### config.mk
export PLATFORM = sky130hd
export DESIGN_NAME = nsfc_line_state
export DESIGN_NICKNAME = d
export VERILOG_FILES = /design/src/rtl/nsfc_pkg.sv /design/src/rtl/nsfc_tag_match.sv /design/src/rtl/nsfc_line_state.sv
export SDC_FILE = /design/constraint.sdc
export NUM_CORES = 1
export LEC_CHECK = 0
export CAP_MARGIN = 0
export CORE_ASPECT_RATIO = 1.25
export CORE_MARGIN = 8
export CORE_UTILIZATION = 54
export CTS_BUF_LIST = sky130_fd_sc_hd__clkbuf_2 sky130_fd_sc_hd__clkbuf_4 sky130_fd_sc_hd__clkbuf_8
export DETAILED_ROUTE_END_ITERATION = 7
export DONT_BUFFER_PORTS = 1
export GPL_ROUTABILITY_DRIVEN = 1
export HOLD_SLACK_MARGIN = 0.02
export PLACE_DENSITY = 0.74
export SYNTH_ARGS = -nofsm -noshare
export SYNTH_HDL_FRONTEND = slang
export SYNTH_SLANG_ARGS = --single-unit
export TNS_END_PERCENT = 50
### constraint.sdc
create_clock -name clk -period 6.5 [get_ports clk]
set_clock_uncertainty 0.15 [all_clocks]
set_input_delay 1.3 -clock clk [delete_from_list [all_inputs] [get_ports clk]]
set_output_delay 1.3 -clock clk [all_outputs]
set_load 0.01 [all_outputs]
### src/rtl/nsfc_pkg.sv
`default_nettype none

package nsfc_pkg;

	localparam logic [7:0] CHAR_DOLLAR = 8'h24;
	localparam logic [7:0] CHAR_STAR   = 8'h2A;
	localparam logic [7:0] CHAR_CR     = 8'h0D;
	localparam logic [7:0] CHAR_LF     = 8'h0A;

	// shortest line that can pass, and shortest that carries a full tag
	localparam int MIN_LINE_CHARS = 10;
	localparam int MIN_TAG_CHARS  = 7;
	localparam int TAG_CHARS      = 6;

	localparam logic [47:0] TAG_PFLAU = 48'h50464C41552C; // "PFLAU,"
	localparam logic [47:0] TAG_PFLAA = 48'h50464C41412C; // "PFLAA,"
	localparam logic [47:0] TAG_GPRMC = 48'h4750524D432C; // "GPRMC,"
	localparam logic [47:0] TAG_GNRMC = 48'h474E524D432C; // "GNRMC,"
	localparam logic [47:0] TAG_GPGGA = 48'h47504747412C; // "GPGGA,"
	localparam logic [47:0] TAG_GNGGA = 48'h474E4747412C; // "GNGGA,"
	localparam logic [47:0] TAG_PGRMZ = 48'h5047524D5A2C; // "PGRMZ,"

	localparam logic [2:0] KIND_OTHER = 3'd0;
	localparam logic [2:0] KIND_PFLAU = 3'd1;
	localparam logic [2:0] KIND_PFLAA = 3'd2;
	localparam logic [2:0] KIND_RMC   = 3'd3;
	localparam logic [2:0] KIND_GGA   = 3'd4;
	localparam logic [2:0] KIND_PGRMZ = 3'd5;

	localparam logic [2:0] STATUS_OK        = 3'd0;
	localparam logic [2:0] STATUS_SHORT     = 3'd1;
	localparam logic [2:0] STATUS_NO_DOLLAR = 3'd2;
	localparam logic [2:0] STATUS_NO_STAR   = 3'd3;
	localparam logic [2:0] STATUS_BAD_SUM   = 3'd4;

	typedef struct packed {
		logic [2:0] kind;
		logic [2:0] status;
		logic [7:0] computed;
		logic [7:0] received;
		logic [6:0] length;
	} nsfc_result_t;

	typedef struct packed {
		logic       ok;
		logic [3:0] nibble;
	} nsfc_hex_t;

	function automatic nsfc_hex_t hex_decode(input logic [7:0] b);
		nsfc_hex_t h;
		h.ok = 1'b1;
		h.nibble = 4'd0;
		if (b inside {[8'h30:8'h39]}) begin
			h.nibble = 4'(b - 8'h30);
		end else if (b inside {[8'h41:8'h46]}) begin
			h.nibble = 4'(b - 8'h37);
		end else if (b inside {[8'h61:8'h66]}) begin
			h.nibble = 4'(b - 8'h57);
		end else begin
			h.ok = 1'b0;
		end
		return h;
	endfunction

endpackage

`default_nettype wire

### src/rtl/nsfc_tag_match.sv
`default_nettype none

module nsfc_tag_match
	import nsfc_pkg::*;
(
	input  wire logic [47:0] tag,
	input  wire logic        long_enough,
	output logic      [2:0]  kind
);

	always_comb begin
		kind = KIND_OTHER;
		if (long_enough) begin
			if (tag == TAG_PFLAU) begin
				kind = KIND_PFLAU;
			end else if (tag == TAG_PFLAA) begin
				kind = KIND_PFLAA;
			end else if (tag == TAG_GPRMC || tag == TAG_GNRMC) begin
				kind = KIND_RMC;
			end else if (tag == TAG_GPGGA || tag == TAG_GNGGA) begin
				kind = KIND_GGA;
			end else if (tag == TAG_PGRMZ) begin
				kind = KIND_PGRMZ;
			end
		end
	end

endmodule

`default_nettype wire

### src/rtl/nsfc_line_state.sv
`default_nettype none

module nsfc_line_state
	import nsfc_pkg::*;
#(
	parameter int LINE_BYTES = 128
) (
	input  wire logic         clk,
	input  wire logic         arst_n,
	input  wire logic         step,
	input  wire logic [7:0]   data,
	output logic              res_valid,
	output nsfc_result_t      res
);

	localparam int CW = $clog2(LINE_BYTES);

	logic [CW-1:0] count_q, count_d;
	logic          dollar_q, dollar_d;
	logic          star_q, star_d;
	logic          early_q, early_d;
	logic [7:0]    xor_q, xor_d;
	logic [7:0]    hex_q, hex_d;
	logic          hex_open_q, hex_open_d;
	logic [47:0]   tag_q, tag_d;

	logic          is_dollar;
	logic          is_eol;
	logic          has_room;
	nsfc_hex_t     hx;
	logic [2:0]    kind;

	assign is_dollar = (data == CHAR_DOLLAR);
	assign is_eol    = (data == CHAR_CR) || (data == CHAR_LF);
	assign has_room  = (count_q < CW'(LINE_BYTES - 1));
	assign hx        = hex_decode(data);

	nsfc_tag_match u_tag (
		.tag        (tag_q),
		.long_enough(count_q >= CW'(MIN_TAG_CHARS)),
		.kind       (kind)
	);

	always_comb begin
		res.kind     = kind;
		res.computed = xor_q;
		res.received = star_q ? hex_q : 8'd0;
		res.length   = 7'(count_q);
		if (count_q < CW'(MIN_LINE_CHARS)) begin
			res.status = STATUS_SHORT;
		end else if (!dollar_q) begin
			res.status = STATUS_NO_DOLLAR;
		end else if (!star_q || early_q) begin
			res.status = STATUS_NO_STAR;
		end else if (xor_q != hex_q) begin
			res.status = STATUS_BAD_SUM;
		end else begin
			res.status = STATUS_OK;
		end
	end

	assign res_valid = step && is_eol && (count_q != '0);

	always_comb begin
		count_d    = count_q;
		dollar_d   = dollar_q;
		star_d     = star_q;
		early_d    = early_q;
		xor_d      = xor_q;
		hex_d      = hex_q;
		hex_open_d = hex_open_q;
		tag_d      = tag_q;
		if (is_dollar) begin
			// '$' opens a fresh line holding just itself
			count_d    = CW'(1);
			dollar_d   = 1'b1;
			star_d     = 1'b0;
			early_d    = 1'b0;
			xor_d      = 8'd0;
			hex_d      = 8'd0;
			hex_open_d = 1'b0;
			tag_d      = '0;
		end else if (is_eol) begin
			count_d    = '0;
			dollar_d   = 1'b0;
			star_d     = 1'b0;
			early_d    = 1'b0;
			xor_d      = 8'd0;
			hex_d      = 8'd0;
			hex_open_d = 1'b0;
			tag_d      = '0;
		end else if (has_room) begin
			if (count_q == '0) begin
				dollar_d = 1'b0;
			end
			for (int i = 1; i <= TAG_CHARS; i++) begin
				if (count_q == CW'(i)) begin
					tag_d[8*(TAG_CHARS-i) +: 8] = tag_q[8*(TAG_CHARS-i) +: 8] | data;
				end
			end
			if (!star_q) begin
				if (data == CHAR_STAR) begin
					star_d     = 1'b1;
					early_d    = (count_q < CW'(2));
					hex_open_d = 1'b1;
					hex_d      = 8'd0;
				end else if (count_q != '0) begin
					xor_d = xor_q ^ data;
				end
			end else if (hex_open_q) begin
				if (hx.ok) begin
					hex_d = {hex_q[3:0], hx.nibble};
				end else begin
					hex_open_d = 1'b0;
				end
			end
			count_d = count_q + CW'(1);
		end
	end

	always_ff @(posedge clk or negedge arst_n) begin
		if (!arst_n) begin
			count_q    <= '0;
			dollar_q   <= 1'b0;
			star_q     <= 1'b0;
			early_q    <= 1'b0;
			xor_q      <= 8'd0;
			hex_q      <= 8'd0;
			hex_open_q <= 1'b0;
			tag_q      <= '0;
		end else if (step) begin
			count_q    <= count_d;
			dollar_q   <= dollar_d;
			star_q     <= star_d;
			early_q    <= early_d;
			xor_q      <= xor_d;
			hex_q      <= hex_d;
			hex_open_q <= hex_open_d;
			tag_q      <= tag_d;
		end
	end

endmodule

`default_nettype wire

# Yosys cells after proc, flatten, opt, wreduce, memory -nomap -nowiden
# Index checks and enable logic that the tools add are counted.
word_totals:
  romBits: 0
  mem_count: 0
  mem_bits_rw: 0
  latch_bits: 0
  elab_cells: 154
  register_bits: 75
  inputBits: 11
classes:
  mul: 0
  order_cmp: 10
  n_addsub: 4
  div_mod_pow: 0
  bitwise: 7
  n_eq_ne: 22
  n_mux: 63
  n_reduce_logical: 35
  shifts: 0
op_table:
  columns: ["cell", "n"]
  rows:
  - ["== test 48 x 47 -> 1 bit, second input constant", 7]
  - ["two-way mux 8 bit", 20]
  - ["two-way mux 48 bit", 3]
  - ["OR 8 bit", 6]
  - ["two-way mux 3 bit", 10]
  - ["nonzero test 3 bit", 10]
  - ["two-way mux 1 bit", 24]
  - ["AND reduction 3 bit", 8]
  - ["== test 7 x 3 -> 1 bit, second input constant", 3]
  - ["two-way mux 7 bit", 3]
  - ["== test 8 x 4 -> 1 bit, second input constant", 2]
  - ["== test 8 x 6 -> 1 bit, second input constant", 2]
  - ["greater-or-equal comparator 8 x 7 -> 1 bit, second input constant", 2]
  - ["<= comparator 8 x 7 -> 1 bit, second input constant", 2]
  - ["== test 7 x 2 -> 1 bit, second input constant", 2]
  - ["two-way mux 4 bit", 3]
  - ["AND reduction 5 bit", 2]
  - ["greater-or-equal comparator 8 x 6 -> 1 bit, second input constant", 1]
  - ["<= comparator 8 x 6 -> 1 bit, second input constant", 1]
  - ["inequality test 4 x 1 -> 1 bit, second input constant", 2]
  - ["inequality test 8 bit", 1]
  - ["subtractor 4 x 3 -> 4 bit, second input constant", 2]
  - ["bitwise XOR 8 bit", 1]
  - ["adder 7 x 1 -> 7 bit, second input constant", 1]
  - ["16 further kinds", 23]

# Logic depth before layout (Yosys ltp)
# Gate-level depths: netlist of run 1.
logic_depth:
  word_depth: 11
  mapped_depth: 9

# Cells and area by module
# Synthesis of run 1 repeated with hierarchy kept, for this count alone.
unflattened:
  hier_cells: 429
  hier_area_um2: 4117.7
modules_own_cells:
  columns: ["module", "cells_each", "area_per_inst_um2", "instances"]
  rows:
  - ["nsfc_line_state", 381, 3696.0, 1]
  - ["nsfc_tag_match", 48, 421.7, 1]

# Worst setup path before layout of run 1
# Ideal clock, no wire load.
synth_path:
  path_type: "input port to output port"
  from: "in data[1]"
  to: "out res_valid"
  stages: 6
  n_path_buf: 1
  slack_ns: 2.770
  required_time_ns: 5.050
  t_arrival_ns: 2.280
  cell_sequence: "buf_2 > inv_1 > ha_1 > mux2_4 > nand4b_1 > nor3_1"
synth_via:
  elab_chain_len: 4
  elab_cells_between_ends: 5
synth_rtl:
  columns: ["item", "line", "source"]
  rows:
  - ["from (decl)", "nsfc_line_state.sv:11", "input wire logic [7:0] data,"]
  - ["== test 8 x 4 -> 1 bit", "nsfc_line_state.sv:34", "assign is_eol = (data == CHAR_CR) || (data == CHAR_LF);"]
  - ["logical OR 1 bit (*)", "nsfc_line_state.sv:34", null]
  - ["logical AND 1 bit (*) (2 in a row)", "nsfc_line_state.sv:62", "assign res_valid = step && is_eol && (count_q != '0);"]
  - ["to (decl)", "nsfc_line_state.sv:12", "output logic res_valid,"]
# Mark *: on every way between the ends. The rest lies on a longest branch, timed or not.

==> results of run 1 <==
-- synthesized netlist by cell type, types with 2 or more instances --
| master | instances |
|---|---|
| a22oi_1 | 2 |
| o2111ai_1 | 2 |
| nand4b_1 | 4 |
| buf_2 | 4 |
| dfrtp_1 | 75 |
| nor3_1 | 4 |
| xnor2_1 | 2 |
| ha_1 | 9 |
| nor2_1 | 72 |
| nand2_1 | 10 |
| a31oi_1 | 4 |
| xor2_1 | 19 |
| nand4_1 | 13 |
| nor3b_1 | 3 |
| o21a_1 | 2 |
| o21ai_0 | 2 |
| mux2_4 | 5 |
| and2_1 | 5 |
| and4_1 | 4 |
| or2_2 | 2 |
| a21oi_1 | 57 |
| inv_1 | 14 |
| nor4_1 | 13 |
| a21boi_0 | 2 |
| and3_1 | 4 |
| nor4b_1 | 9 |
| clkbuf_1 | 20 |
| mux2i_1 | 5 |
| nand3_1 | 14 |
| and3b_1 | 2 |
| nand3b_1 | 2 |
-- worst max-delay path, cell delays in order (launching register included) --
cell and delay, ns:
dfrtp_1 0.38, or3b_1 0.43, or3_1 0.37, nor4_1 0.64, a22oi_1 0.20, nor3b_1 0.44
-- through the flow --
step,worst slack (ns),total power (W),hold slack [ns],area (um2),instances
floorplan,2.77,0.00122,0.304,3900,410
global placement,2.68,0.00133,0.321,3910,475
detailed placement,2.63,0.00136,0.332,3910,475
CTS,2.23,0.00177,0.348,4150,491
global route,2.11,0.00188,0.369,4150,491
finish,2.23,0.00176,0.344,4150,491
-- cell type report --
class	instances	share of cell area [%]
Clock inverter	4	1.75
Clock buffer	12	3.83
Sequential cell	75	45.3
Multi-Input combinational cell	294	44.9
Inverter	15	1.36
Tap cell	90	2.72
Timing Repair Buffer	1	0.181
-- logic make-up after synthesis --
kind of cell             after synthesis
AND/OR/NAND/NOR                      166
AO/OA/AOI/OAI                         87
flip-flops                            75
buffers and inverters                 41
XOR/XNOR                              21
multiplexers                          11
adder cells (fa/ha/maj)                9
-- worst max path at each step --
stage                     slack, ns                    to  cells past startpoint
after floorplan                2.77             res_valid                      6
after global placement         2.68  dollar_q$_DFFE_PN0P_                      6
after detailed placement       2.63               res[27]                      5
after CTS                      2.23               res[27]                      5
after global routing           2.11               res[27]                      5
final                          2.23               res[27]                      5
-- routing by layer --
metal	GRT usage [%]	up-vias	part of all wire (%)	wire length (um)
li1	-	1437	-	-
met1	24.2	1535	42	4060
met2	30.4	105	49	4680
met3	5.56	19	7.2	691
met4	7.87	0	2.2	214
met5	0	-	0	0
-- layout by cell type, fill, tap and decap left out, drive strengths merged, types with 3 or more instances in the layout --
master | netlist | routed
nor4 | 13 | 13
mux2i | 5 | 5
nand3 | 14 | 14
xor2 | 19 | 19
nor3 | 4 | 4
nor2 | 72 | 72
mux2 | 6 | 6
inv | 14 | 14
nor4b | 9 | 9
and3 | 4 | 4
and4 | 4 | 4
and2 | 5 | 5
a31oi | 4 | 4
nand4b | 4 | 4
ha | 9 | 9
clkbuf | 20 | 12
nor3b | 3 | 3
nand4 | 13 | 13
a21oi | 58 | 58
nand2 | 10 | 10
dfrtp | 75 | 75
-- flip-flops by register name (all words and copies together), names as in the netlist --
| name | cells |
|---|---|
| count_q | 7 |
| dollar_q | 1 |
| early_q | 1 |
| hex_open_q | 1 |
| hex_q | 8 |
| star_q | 1 |
| tag_q | 48 |
| xor_q | 8 |
-- power groups by stage --
stage | combinational [W] | sequential (W) | clock [W]
after floorplan | 0.000381 | 0.000842 | 0
after global placement | 0.000431 | 0.000901 | 0
after detailed placement | 0.000446 | 0.000911 | 0
after CTS | 0.000449 | 0.000903 | 0.000417
after global routing | 0.000506 | 0.000935 | 0.000438
final | 0.000446 | 0.000905 | 0.000410
==> flow_summary.yaml, run 1 <==
outcome:
  outcome: "finished, final reports clean"
route:
  first_pass_iters: 4
  route.detailed.drc: 0
  detail_route.wl_per_cell_um: 19.6
  ant_nets: 0
  first_iter_violations: 180
  vias: 3096
  vias_per_cell: 6.31
  wl_um: 9640
logic_synthesis:
  syn_nets: 430
  ys_warn_count: 0
  ys.flop_type: "dfrtp_1"
  synth_cell_types: 56
  ys_seq_area_share_pct: 48.2
  synth-simple-area-share_pct: 22.4
  synth_fa_ha_area_share_pct: 2.89
  synth_top_area_share_pct: 48.2
  synth_area_leaders: "dfrtp_1 (48%), a21oi_1 (7.3%), nor2_1 (6.9%), xor2_1 (4.3%), ha_1 (2.9%)"
  postSynthAreaPerCell_um2: 9.50
  synth_top_family_by_area: "simple AND/OR/NAND/NOR gates"
  synth_edf_count: 0
  synth_area_um2: 3900
  synth-xor-area-share_pct: 4.72
  synthArstFlopShare_pct: 100
  synth.area.mux_share_pct: 3.50
  synth-compound-area-share_pct: 14.0
  synth_largest_area_cell: "dfrtp_1"
  netlist_instances: 410
  ys_seq_elements: 75
floorplan:
  die_w_um: 92.0
  fp.dieArea_um2: 10200
  die_height_um: 111
  boundaryPins: 41
  core_area_um2: 6980
  fp-row-count: 34
  start_util_pct: 55.8
grt:
  grt_pass1_vias: 3129
  grt_antenna_before_repair: 0
  grt_pass1_wl_um: 16000
  grt_max_degree: 76
  grt_use_total_pct: 19.4
  gr-total-overflow: 0
timing:
  finalCritPeriodShare_pct: 65.6
  hold_viol: 0
  tightest_slew_ns: 0.919
  max-slew-margin-rel_pct: 37.1
  rsz0062_at_grt: "false"
  period_needed_ns: 4.27
  finalSetupViolations: 0
  finalSetupTns_ns: 0
  fmax_mhz: 234
  drv_slew: 0
placement:
  gp_congestion: 0.881
  hpwl_um: 6580
  port_buffers: 0
cells_and_area:
  layout.nets: 416
  multi_input_area_um2: 1860
  drive_gt1_share_pct: 6.98
  area_growth_syn_to_layout_pct: 6.39
  seq_area_um2: 1880
  nFillCells: 616
  n_antenna_cell: 0
  fin_util_pct: 59.4
setup_path:
  critPathLaunch: "tag_q[31]$_DFFE_PN0P_"
  path_class: "flop to output pin"
  r2r_end: "hex_q[6]$_DFFE_PN0P_"
  r2r_slack_ns: 3.96
  reg2regPathDepth: 5
  cp.arrival_ns: 2.82
  reg2reg_from: "count_q[2]$_DFFE_PN0P_"
  path_max_fanout: 3
  endpoint_kind: "output pin"
  worstPathRequired_ns: 5.05
  startpoint_type: "flop"
power:
  p_sw_share_pct: 36.3
  peakVddDrop_uv: 264
  intPower_w: 0.00112
  pwr_density_cell_nw_per_um2: 425
  netSwitchingPower_w: 0.000640
  power_frac_clock_pct: 23.3
  p_comb_share_pct: 25.3
  leakage_nw: 1.85
  power_frac_seq_pct: 51.4
clocking:
  numCtsBuffers: 9
  ctsResizeCount: 0
  root_buffer: "clkbuf_8"
  clkTransAtPathRegs_ns: 0.07
  cts_tree: "done"
  insertion_delay_ns: 0.35
  clock_sinks: 75
  holdBufCountCts: 0
  h-tree-depth: 3
  clockBufferDepth: 2
  post_cts_buffers: 0
min_path:
  hp-start: "tag_q[2]$_DFFE_PN0P_"
  whs_endpoint: "tag_q[2]$_DFFE_PN0P_"
  whs_path_depth: 2
  hp-class: "flop to flop"
job:
  maxCapViolations: 0
No activity file was read; power rests on OpenSTA's default activity.
==> run 2: changes to the inputs <==
--- a/config.mk
+++ b/config.mk
@@ -14,7 +14,7 @@
 export DONT_BUFFER_PORTS = 1
 export GPL_ROUTABILITY_DRIVEN = 1
 export HOLD_SLACK_MARGIN = 0.02
-export PLACE_DENSITY = 0.74
+export PLACE_DENSITY = 0.77
 export SYNTH_ARGS = -nofsm -noshare
 export SYNTH_HDL_FRONTEND = slang
 export SYNTH_SLANG_ARGS = --single-unit
==> constraint.sdc (replaced) <==
create_clock -name clk -period 3.5 [get_ports clk]
set_clock_uncertainty 0.15 [all_clocks]
set_input_delay 0.7 -clock clk [delete_from_list [all_inputs] [get_ports clk]]
set_output_delay 0.7 -clock clk [all_outputs]
set_load 0.01 [all_outputs]
==> run 2 against run 1 <==
Core utilization grew 0.16 points. Final cell count rose by 0.81%. Die area is the same. Critical path depth stayed put. Non-clock buffer count is 4 higher. Clock power increased by 44%. Power rose by 78%. First-iteration DRC count up 13%. Global-route usage fell by 0.15 points. Hold slack got worse by 0.25 ns. Wire length is 1.4% lower. Critical endpoint is now res[26]. Largest cell class unchanged.
==> flow_summary.yaml, run 2 (same netlist as run 1, synthesis figures left out) <==
outcome:
  outcome: "finished, final reports clean"
setup_path:
  cpMostUsedCell: "nand4_1"
  critPathMaxStageDelay_ns: 0.69
  cp.arrival_ns: 2.55
  startpoint_type: "flop"
  path_max_fanout: 2
  endpoint_kind: "output pin"
  crit_slowest_cell: "nor4b_1"
  path_class: "flop to output pin"
  critPathBufInv: 0
  cp_top_family: "simple AND/OR/NAND/NOR gates"
  worstPathRequired_ns: 2.65
  worstPathCellList: "nor4b_1 > nand4_1 > nor4_1 > nand4_1 > a31oi_1"
grt:
  grt_antenna_before_repair: 0
  grt_max_degree: 76
  gr-total-overflow: 0
  grt_pass1_vias: 3154
  grt_use_total_pct: 19.2
  grt_pass1_wl_um: 15800
placement:
  pre_cts_ws_ns: 0.476
  gp_congestion: 0.819
  hpwl_um: 6410
  port_buffers: 0
timing:
  finalSetupTns_ns: 0
  tightest_slew_ns: 0.751
  period_needed_ns: 3.40
  rsz0062_at_grt: "false"
  max-slew-margin-rel_pct: 49.2
  fmax_mhz: 294
  finalCritPeriodShare_pct: 97.1
  finalSetupViolations: 0
  holdWs_ns: 0.0905
  layout_setup_ws_ns: 0.102
  hold_viol: 0
  drv_slew: 0
clocking:
  clockBufferDepth: 2
  clock_sinks: 75
  insertion_delay_ns: 0.34
  numCtsBuffers: 9
  h-tree-depth: 3
  root_buffer: "clkbuf_8"
  cts_tree: "done"
  clkTransAtPathRegs_ns: 0.08
power:
  leakage_nw: 1.85
  finalPower_w: 0.00313
  peakVddDrop_uv: 380
  pwr_density_cell_nw_per_um2: 752
cells_and_area:
  mostFrequentLayoutCell: "dfrtp_1"
  nFillCells: 644
  fin_util_pct: 59.6
  largestRegisters: "tag_q: 48 flops, hex_q: 8 flops, xor_q: 8 flops"
  n_antenna_cell: 0
  area_growth_syn_to_layout_pct: 6.68
  final_cell_mix: "dfrtp_1 (75), nor2_1 (72), a21oi_1 (57)"
  regMostFlops: "tag_q"
  layout.nets: 420
  drive_gt1_share_pct: 8.15
  largest_register_ffs: 48
floorplan:
  boundaryPins: 41
  fp.dieArea_um2: 10200
  fp-row-count: 34
  start_util_pct: 55.8
  core_area_um2: 6980
  die_height_um: 111
  die_w_um: 92.0
route:
  route.detailed.drc: 0
  first_pass_iters: 4
  wl_um: 9510
  vias_per_cell: 6.22
  vias: 3078
  first_iter_violations: 203
  detail_route.wl_per_cell_um: 19.2
  ant_nets: 0
min_path:
  hp-class: "primary input to async pin"
job:
  maxCapViolations: 0
run 2: cell count changes in the layout (fill, tap and decap cells not counted), sizes merged:
cell | previous run | this run
clkbuf | 12 | 10
buf | 1 | 5
clkinv | 2 | 5
clkinvlp | 1 | 2
bufinv | 2 | 0
run 2: through the flow:
stage	area, um2	instances
finish	4160	495
global placement	3950	478
detailed placement	3950	478
global route	4160	495
floorplan	3900	410
CTS	4150	495
run 2: worst paths after layout:
check / start / end / slack, ns / depth (start not counted)
min in group clk: step / count_q[5]$_DFFE_PN0P_ / 0.28 / 1
max: tag_q[15]$_DFFE_PN0P_ / res[26] / 0.10 / 5
max in group asynchronous: arst_n / tag_q[17]$_DFFE_PN0P_ / 2.82 / 1
max reg2reg: count_q[2]$_DFFE_PN0P_ / tag_q[17]$_DFFE_PN0P_ / 1.10 / 5
min: arst_n / tag_q[37]$_DFFE_PN0P_ / 0.09 / 1
min reg2reg: tag_q[30]$_DFFE_PN0P_ / tag_q[30]$_DFFE_PN0P_ / 0.34 / 2
run 2: repair_timing:
action / in CTS / in global routing
endpoints found under the hold margin: 75 / 0
buffers inserted: 0 / 0
gates resized for setup: 0 / 1
setup endpoints to repair: 0 / 2
hold buffers: 1 / 0
run 2: metal layers:
layer | part of all wire (%) | wire length [um] | global-route usage, % | vias to the layer above
met4 | 2.6 | 246 | 9.81 | 0
met3 | 6.3 | 598 | 4.61 | 23
li1 | - | - | - | 1438
met2 | 48 | 4530 | 31.1 | 98
met5 | 0 | 0 | 0 | -
met1 | 44 | 4140 | 23.1 | 1519
run 2: where the power goes:
group / internal, W / switching [W]
clock: 0.000265 / 0.000325
combinational: 0.000392 / 0.000476
sequential: 0.00126 / 0.000413
total: 0.00191 / 0.00121
run 2: final cells by class:
type,instances,area (um2),share of cell area (%)
Inverter,15,56.3,1.35
Timing Repair Buffer,5,70.1,1.69
Tap cell,90,113,2.71
Multi-Input combinational cell,294,1870,44.9
Sequential cell,75,1880,45.2
Clock inverter,6,42.5,1.02
Clock buffer,10,131,3.16
==> run 3: changes to the inputs <==
--- a/config.mk
+++ b/config.mk
@@ -14,6 +14,7 @@
 export DONT_BUFFER_PORTS = 1
 export GPL_ROUTABILITY_DRIVEN = 1
 export HOLD_SLACK_MARGIN = 0.02
+export MAX_ROUTING_LAYER = met4
 export PLACE_DENSITY = 0.77
 export SYNTH_ARGS = -nofsm -noshare
 export SYNTH_HDL_FRONTEND = slang
==> run 3 against run 2 <==
Combinational power is essentially flat. Sequential share of layout area is the same. Via count shrank 0.45%. Cell area is the same. Fmax grew 2.5%.
==> flow_summary.yaml, run 3 (same netlist as run 1, synthesis figures left out) <==
grt:
  grt_pass1_vias: 3156
  grt_pass1_wl_um: 15800
  grt_use_total_pct: 19.7
  grt_antenna_before_repair: 0
  gr-total-overflow: 0
  grt_max_degree: 76
clocking:
  clockBufferDepth: 2
  h-tree-depth: 3
  root_buffer: "clkbuf_8"
  post_cts_buffers: 0
  clkTransAtPathRegs_ns: 0.08
  clock_sinks: 75
  insertion_delay_ns: 0.34
  cts_tree: "done"
  numCtsBuffers: 9
cells_and_area:
  largestRegisters: "tag_q: 48 flops, hex_q: 8 flops, xor_q: 8 flops"
  mostFrequentLayoutCell: "dfrtp_1"
  regMostFlops: "tag_q"
  drive_gt1_share_pct: 8.15
  area_growth_syn_to_layout_pct: 6.68
  final_cell_mix: "dfrtp_1 (75), nor2_1 (72), a21oi_1 (57)"
  largest_register_ffs: 48
  n_antenna_cell: 0
  fin_util_pct: 59.6
  layout.nets: 420
route:
  vias_per_cell: 6.19
  route.detailed.drc: 0
  vias: 3064
  wl_um: 9420
  first_pass_iters: 4
  first_iter_violations: 192
  detail_route.wl_per_cell_um: 19.0
  ant_nets: 0
timing:
  max-slew-margin-rel_pct: 49.8
  drv_slew: 0
  rsz0062_at_grt: "false"
  layout_setup_ws_ns: 0.184
  tightest_slew_ns: 0.753
  hold_viol: 0
  finalSetupViolations: 0
  finalCritPeriodShare_pct: 94.7
  fmax_mhz: 302
  period_needed_ns: 3.32
  finalSetupTns_ns: 0
setup_path:
  critPathMaxStageDelay_ns: 0.67
  endpoint_kind: "output pin"
  worstPathCellList: "nor4b_1 > nand4_1 > nor4_1 > nand4_1 > a31oi_1"
  path_class: "flop to output pin"
  cpMostUsedCell: "nand4_1"
  cp_top_family: "simple AND/OR/NAND/NOR gates"
  cp.arrival_ns: 2.47
  worstPathRequired_ns: 2.65
  path_max_fanout: 2
  startpoint_type: "flop"
  reg2regPathDepth: 5
  crit_slowest_cell: "nor4b_1"
  critPathBufInv: 0
  reg2reg_from: "count_q[2]$_DFFE_PN0P_"
  r2r_end: "tag_q[11]$_DFFE_PN0P_"
  r2r_slack_ns: 1.10
floorplan:
  boundaryPins: 41
  start_util_pct: 55.8
  fp-row-count: 34
  die_height_um: 111
  die_w_um: 92.0
  core_area_um2: 6980
  fp.dieArea_um2: 10200
outcome:
  outcome: "finished, final reports clean"
placement:
  port_buffers: 0
  hpwl_um: 6410
  gp_congestion: 0.831
  pre_cts_ws_ns: 0.476
job:
  maxCapViolations: 0
power:
  peakVddDrop_uv: 381
  pwr_density_cell_nw_per_um2: 751
  leakage_nw: 1.85
min_path:
  hp-class: "primary input to async pin"
[run 3: cell counts in the layout (fill, tap and decap cells not counted)]
Identical to the previous run, type by type.
[run 3: how the worst max path moves through the flow]
stage,startpoint,endpoint,cells after the start
finish,tag_q[15]$_DFFE_PN0P_,res[26],5
global route,tag_q[15]$_DFFE_PN0P_,res[26],5
CTS,tag_q[31]$_DFFE_PN0P_,res[27],5
detailed placement,tag_q[31]$_DFFE_PN0P_,res[27],5
global placement,tag_q[31]$_DFFE_PN0P_,res[27],5
floorplan,data[0],hex_q[4]$_DFFE_PN0P_,8
[run 3: what timing repair did]
| item | in CTS | in global routing |
|---|---|---|
| setup endpoints to repair | 0 | 2 |
| resized for setup | 0 | 1 |
| hold endpoints to repair | 75 | 0 |
| hold buffers | 1 | 0 |
[run 3: layer usage]
layer,vias to the layer above,part of all wire [%],track usage (%)
li1,1437,-,-
met1,1517,43,23.0
met2,91,48,31.0
met3,19,6.5,4.67
met4,0,2.4,9.81
met5,-,0,-
[run 3: area by class of cell]
cell class / instances / area [um2]
Clock buffer: 10 / 131
Multi-Input combinational cell: 294 / 1870
Timing Repair Buffer: 5 / 70.1
Clock inverter: 6 / 42.5
Inverter: 15 / 56.3
Sequential cell: 75 / 1880
Tap cell: 90 / 113
Fill cell: 644 / 2820
[run 3: power by group]
part	switching [W]	internal, W	leakage (nW)
logic	0.000475	0.000392	0.823
registers	0.000410	0.00126	0.938
clock network	0.000324	0.000265	0.0857
total	0.00121	0.00191	1.85
[run 3: per-stage QoR]
stage / instance area [um2] / power, W / hold slack (ns) / cells
after floorplan: 3900 / 0.00227 / 0.254 / 410
after global placement: 3950 / 0.00246 / 0.259 / 478
after detailed placement: 3950 / 0.00253 / 0.258 / 478
after CTS: 4150 / 0.00313 / 0.101 / 495
after global routing: 4160 / 0.00336 / 0.109 / 495
final: 4160 / 0.00312 / 0.0823 / 495
